===== src/rtl/core/loglog_counter_edge_merge_unit_assert.svh =====
// Assertion macros shared by the edge-merge unit. All sample on i_clk and
// are disabled while i_rst_n is low.
`ifndef LOGLOG_COUNTER_EDGE_MERGE_UNIT_ASSERT_SVH
`define LOGLOG_COUNTER_EDGE_MERGE_UNIT_ASSERT_SVH

// same-cycle implication
`define LLCEM_ASSERT_NOW(label, ante, cons, msg) \
    label: assert property (@(posedge i_clk) disable iff (!i_rst_n) \
        (ante) |-> (cons)) else $error(msg);

// next-cycle implication
`define LLCEM_ASSERT_NEXT(label, ante, cons, msg) \
    label: assert property (@(posedge i_clk) disable iff (!i_rst_n) \
        (ante) |=> (cons)) else $error(msg);

`endif


===== src/rtl/core/llcem_pkg.sv =====
package llcem_pkg;

    localparam int VERTEX_COUNT    = 1024;
    localparam int MAX_WORDS       = 4;
    localparam int FIELDS_PER_WORD = 10;
    localparam int FIELD_BITS      = 6;
    localparam int WORD_BITS       = FIELDS_PER_WORD * FIELD_BITS;
    localparam int MARK_BITS       = 16;
    localparam int CMD_BITS        = 2;
    localparam int WPV_BITS        = 3;
    localparam int CFG_INDEX_BITS  = 1;
    localparam int CFG_DATA_BITS   = 16;

    localparam int VERTEX_BITS   = $clog2(VERTEX_COUNT);
    localparam int WORD_SEL_BITS = (MAX_WORDS > 1) ? $clog2(MAX_WORDS) : 1;
    localparam int ADDR_BITS     = VERTEX_BITS + WORD_SEL_BITS;
    localparam int WCNT_BITS     = $clog2(MAX_WORDS + 1);

    localparam logic [CMD_BITS-1:0] CMD_LOAD = 2'd0;
    localparam logic [CMD_BITS-1:0] CMD_SYNC = 2'd1;
    localparam logic [CMD_BITS-1:0] CMD_EDGE = 2'd2;
    localparam logic [CMD_BITS-1:0] CMD_READ = 2'd3;

    localparam logic [CFG_INDEX_BITS-1:0] CFG_WORDS_PER_VERTEX = 1'd0;
    localparam logic [CFG_INDEX_BITS-1:0] CFG_CURRENT_ROUND    = 1'd1;

    // controller -> datapath
    typedef struct packed {
        logic                     capture;
        logic                     clr_we;
        logic [VERTEX_BITS-1:0]   clr_addr;
        logic                     step_rd;
        logic [WORD_SEL_BITS-1:0] rd_word;
        logic                     step_wr;
        logic [WORD_SEL_BITS-1:0] wr_word;
        logic                     mark_rd;
        logic                     load_we;
        logic                     finish;
    } t_dp_cmd;

    // datapath -> controller
    typedef struct packed {
        logic [CMD_BITS-1:0]  cmd;
        logic [WCNT_BITS-1:0] active_words;
    } t_dp_status;

    function automatic logic [WORD_BITS-1:0] field_max(
        input logic [WORD_BITS-1:0] inc,
        input logic [WORD_BITS-1:0] base
    );
        logic [WORD_BITS-1:0] res;
        res = base;
        for (int f = 0; f < FIELDS_PER_WORD; f++) begin
            if (inc[f*FIELD_BITS +: FIELD_BITS] > base[f*FIELD_BITS +: FIELD_BITS])
                res[f*FIELD_BITS +: FIELD_BITS] = inc[f*FIELD_BITS +: FIELD_BITS];
        end
        return res;
    endfunction

    function automatic logic field_grew(
        input logic [WORD_BITS-1:0] inc,
        input logic [WORD_BITS-1:0] base
    );
        logic g;
        g = 1'b0;
        for (int f = 0; f < FIELDS_PER_WORD; f++) begin
            if (inc[f*FIELD_BITS +: FIELD_BITS] > base[f*FIELD_BITS +: FIELD_BITS])
                g = 1'b1;
        end
        return g;
    endfunction

endpackage


===== src/rtl/core/llcem_ctrl.sv =====
`include "loglog_counter_edge_merge_unit_assert.svh"

module llcem_ctrl
    import llcem_pkg::*;
(
    input  logic       i_clk,
    input  logic       i_rst_n,
    input  logic       i_in_valid,
    output logic       o_in_ready,
    output logic       o_out_valid,
    input  logic       i_out_ready,
    input  t_dp_status i_status,
    output t_dp_cmd    o_ctl
);

    localparam logic [1:0] S_CLEAR = 2'd0;
    localparam logic [1:0] S_IDLE  = 2'd1;
    localparam logic [1:0] S_STEP  = 2'd2;
    localparam logic [1:0] S_MARK  = 2'd3;

    logic [1:0]             r_state;
    logic [1:0]             n_state;
    logic [WCNT_BITS-1:0]   r_cnt;
    logic [WCNT_BITS-1:0]   n_cnt;
    logic [VERTEX_BITS-1:0] r_clr_cnt;
    logic                   r_out_valid;
    logic                   accept;
    logic                   out_free;
    logic                   word_cmd;

    assign o_in_ready  = (r_state == S_IDLE);
    assign accept      = i_in_valid && o_in_ready;
    assign out_free    = !r_out_valid || i_out_ready;
    assign o_out_valid = r_out_valid;
    assign word_cmd    = i_status.cmd inside {CMD_EDGE, CMD_SYNC};

    always_comb begin
        n_state        = r_state;
        n_cnt          = r_cnt;
        o_ctl          = '0;
        o_ctl.clr_addr = r_clr_cnt;
        o_ctl.rd_word  = r_cnt[WORD_SEL_BITS-1:0];
        o_ctl.wr_word  = r_cnt[WORD_SEL_BITS-1:0] - WORD_SEL_BITS'(1);
        case (r_state)
            S_CLEAR: begin
                o_ctl.clr_we = 1'b1;
                if (r_clr_cnt == VERTEX_BITS'(VERTEX_COUNT - 1))
                    n_state = S_IDLE;
            end
            S_IDLE: begin
                if (accept) begin
                    o_ctl.capture = 1'b1;
                    n_cnt         = '0;
                    n_state       = S_STEP;
                end
            end
            S_STEP: begin
                o_ctl.mark_rd = 1'b1;
                if (word_cmd) begin
                    // read word cnt while writing back word cnt-1
                    o_ctl.step_rd = (r_cnt < i_status.active_words);
                    o_ctl.step_wr = (r_cnt != '0);
                    n_cnt         = r_cnt + WCNT_BITS'(1);
                    if (r_cnt == i_status.active_words)
                        n_state = S_MARK;
                end else begin
                    o_ctl.load_we = (i_status.cmd == CMD_LOAD);
                    n_state       = S_MARK;
                end
            end
            S_MARK: begin
                if (out_free) begin
                    o_ctl.finish = 1'b1;
                    n_state      = S_IDLE;
                end
            end
            default: n_state = S_IDLE;
        endcase
    end

    always_ff @(posedge i_clk) begin
        if (!i_rst_n) begin
            r_state     <= S_CLEAR;
            r_cnt       <= '0;
            r_clr_cnt   <= '0;
            r_out_valid <= 1'b0;
        end else begin
            r_state <= n_state;
            r_cnt   <= n_cnt;
            if (r_state == S_CLEAR)
                r_clr_cnt <= r_clr_cnt + VERTEX_BITS'(1);
            if (o_ctl.finish)
                r_out_valid <= 1'b1;
            else if (i_out_ready)
                r_out_valid <= 1'b0;
        end
    end

    `LLCEM_ASSERT_NOW(a_finish_slot_free, o_ctl.finish, !r_out_valid || i_out_ready, "result overwrote a pending transaction")
    `LLCEM_ASSERT_NEXT(a_accept_to_step, accept, r_state == S_STEP, "accepted transaction did not start")
    `LLCEM_ASSERT_NOW(a_wr_in_range, o_ctl.step_wr, (r_cnt != '0) && (r_cnt <= i_status.active_words), "word write-back outside active words")
    `LLCEM_ASSERT_NEXT(a_clear_done, (r_state == S_CLEAR) && (r_clr_cnt == VERTEX_BITS'(VERTEX_COUNT - 1)), r_state == S_IDLE, "mark clear sweep did not end")

endmodule


===== config.mk =====
export PLATFORM = sky130hd
export DESIGN_NAME = llcem_ctrl
export DESIGN_NICKNAME = d
export VERILOG_FILES = /design/src/rtl/core/llcem_pkg.sv /design/src/rtl/core/llcem_ctrl.sv
export VERILOG_INCLUDE_DIRS = /design/src /design/src/rtl/core
export SDC_FILE = /design/constraint.sdc
export NUM_CORES = 1
export LEC_CHECK = 0
export BUFFER_PORTS_ARGS = -buffer_cell sky130_fd_sc_hd__buf_2
export CORE_AREA = 4 4 55 57
export DETAILED_ROUTE_END_ITERATION = 16
export DIE_AREA = 0 0 59 61
export PLACE_DENSITY = 0.67
export SLEW_MARGIN = 20
export SYNTH_ARGS = -nofsm -noshare
export SYNTH_HDL_FRONTEND = slang
export SYNTH_SLANG_ARGS = --single-unit
export TNS_END_PERCENT = 10

===== constraint.sdc =====
create_clock -name i_clk -period 2.18 [get_ports i_clk]
set_input_delay 0.218 -clock i_clk [delete_from_list [all_inputs] [get_ports i_clk]]
set_output_delay 0.218 -clock i_clk [all_outputs]
set_load 0.01 [all_outputs]

==> flow_summary.ini <==
[status]
status = finished clean

[sta]
hold_viol = 0
fin_crit_ns = 1.808
period_share_pct = 82.94
setup_viol = 0
fin_worst_skew_ns = 0.0007092
slew_headroom_pct = 77.03
rsz0062_at_grt = false
drv_slew = 0
tightestPinTransition_ns = 0.3409
fmax_ghz = 0.5531
finalSetupTns_ns = 0

[clock_tree]
cts_resized = 0
clockRootBuffer = clkbuf_4
cts_hold_buf = 0
cts_made_buffers = 3
htreeDepth = 1
cts.sinks = 16
clk_latency_ns = 0.27
clk_pin_slew_ns = 0.08
clk_path_buf_depth = 2
cts_tree = yes
post-cts-setup-buffer-count = 0

[flow_run]
cap_violations = 0

[final_layout]
drive_gt1_share_pct = 25.87
diodes = 0
area_growth_pct = 19.74
nNetsFinal = 165
fillCellCount = 266

[floorplan]
rows = 18
fp.coreArea_um2 = 2477
dieArea_um2 = 3599
io_pins = 32
start_util_pct = 39.14
die_w_um = 59
die_y_um = 61

[critical_path]
r2r_slack_ns = 0.50
critPathKind = flip-flop to primary output
crit_arrival_ns = 1.59
critPathRequiredTime_ns = 1.96
critPathLaunchType = flip-flop
cp-end-kind = primary output
path_max_fanout = 5

[hold_path]
hold_class = input pin to flip-flop

[grt]
overflow = 0
grt_usage_pct = 12.42
grt_pass1_vias = 827
grt_max_degree = 19
grt_pass1_wl_mm = 3.360
antenna_found_initial = 0

[logic_synthesis]
synth_area_per_cell_um2 = 8.581
synthCells = 113
yosys-top-cells-area = dfxtp_1, ha_1, and2_1
synth_commonest_cells = dfxtp_1, nand2_1, ha_1, inv_1, and2_1
ys_ff_latch = 16
ys.flop_type = dfxtp_1
yosysWarningCount = 0
syn_area_um2 = 969.7
synth.distinct_cells = 27
yosysTopAreaCell = dfxtp_1
yosysMostFrequentCell = dfxtp_1
async_reset_ff_share_pct = 0
synth_nets = 133
ys_seq_area_share_pct = 33.03
synth_top_area_share_pct = 33.03
synth-edff-count = 0

[route]
ant_nets = 0
met3_length_um = 184
wl_met1_um = 846
vias_per_cell = 4.988
routed-wl-met2_um = 966
drt_iter0_drc = 11
drc_errors = 0
wl_per_cell_um = 11.90
drt-total-wl_mm = 2.059
vias = 863
dr.pass1.iters = 4
top_layer = met4

[power]
power_uw = 490.4
p_per_area_nw_per_um2 = 422.3
power.leakage_nw = 0.5818
swShare_pct = 21.96
pwr-share-clk_pct = 29.3
internal-power_uw = 382.7
sequentialPowerShare_pct = 61.8
power_switching_uw = 107.7
peakVddDrop_mv = 0.3731
combPwrFrac_pct = 8.9

[place]
place.gp.congestion = 0.8147
port_buffers = 31
hpwl_mm = 1.697
-- critical path, cell delays in order (launching register included) --
cell and delay [ns]:
dfxtp_1 0.42, ha_1 0.28, nor2b_1 0.13, o21a_1 0.16, nor3_1 0.16, buf_2 0.16
-- per-stage QoR --
step	hold slack (ns)	std cells	worst slack (ns)	instance area [µm²]	utilization (%)
after floorplan	0.3675	113	0.6816	969.7	-
after global placement	0.4795	170	0.6461	1139	45.96
after detailed placement	0.4842	170	0.5422	1139	45.96
after CTS	0.2705	173	0.3634	1161	46.87
after global routing	0.2856	173	0.2417	1161	46.87
final	0.2758	173	0.3719	1161	46.87
-- cell families after synthesis --
kind of cell / after synthesis / synth area share, %
XOR/XNOR: 7 / 6.323
buffers and inverters: 15 / 6.708
AND/OR/NAND/NOR: 44 / 25.42
multiplexers: 3 / 3.097
AO/OA/AOI/OAI: 17 / 11.23
flip-flops: 16 / 33.03
adder cells (fa/ha/maj): 11 / 14.19
-- path summary, 6_finish.rpt --
check | end | depth (start not counted) | from
worst max-delay path | o_ctl[8] | 5 | r_cnt[1]
worst min-delay path | o_out_valid | 3 | i_out_ready
worst max register to register | r_clr_cnt[7] | 5 | r_state[0]
worst min register to register | r_cnt[2] | 2 | r_cnt[2]
-- cells in the final DEF, fill, tap and decap left out, drive strengths merged --
| master | Yosys | layout |
|---|---|---|
| nor2b | 5 | 5 |
| and2 | 8 | 8 |
| nand3 | 2 | 2 |
| and3 | 2 | 2 |
| a21boi | 5 | 5 |
| nand4 | 4 | 4 |
| nor2 | 3 | 3 |
| buf | 3 | 31 |
| inv | 11 | 11 |
| and4 | 1 | 1 |
| o21a | 2 | 2 |
| o31ai | 1 | 1 |
| a21oi | 2 | 2 |
| ha | 11 | 11 |
| xor2 | 3 | 3 |
| xnor2 | 4 | 4 |
| o21ai | 6 | 6 |
| or3 | 2 | 2 |
| clkbuf | 1 | 3 |
| a31o | 1 | 1 |
| dfxtp | 16 | 16 |
| nand2 | 12 | 12 |
| nor3 | 3 | 3 |
| nand2b | 2 | 2 |
| mux2i | 3 | 3 |
-- per-layer routing --
metal,global-route usage [%],up-vias
li1,-,434
met1,12.95,389
met2,22.56,34
met3,2.128,6
met4,8.738,0
met5,0,-
-- final cells by class --
| type | instances | area, µm² | share of cell area, % |
|---|---|---|---|
| clock buffers | 3 | 22.52 | 1.940 |
| repair buffers | 31 | 155.1 | 13.36 |
| multi-input cells | 82 | 584.3 | 50.32 |
| well taps | 30 | 37.54 | 3.233 |
| flip-flops and latches | 16 | 320.3 | 27.59 |
| inverters | 11 | 41.29 | 3.556 |
-- flip-flops by register name (all words and copies together) (netlist names) --
register     count
r_clr_cnt       10
o_out_valid      1
r_cnt            3
r_state          2
-- power groups by stage --
stage / clock network, mW / logic (mW) / registers [mW]
floorplan: 0 / 0.0234 / 0.312
global placement: 0 / 0.0425 / 0.310
detailed placement: 0 / 0.0442 / 0.310
CTS: 0.155 / 0.0445 / 0.303
global route: 0.165 / 0.0503 / 0.304
finish: 0.144 / 0.0435 / 0.303
No activity file was read; power rests on OpenSTA's default activity.
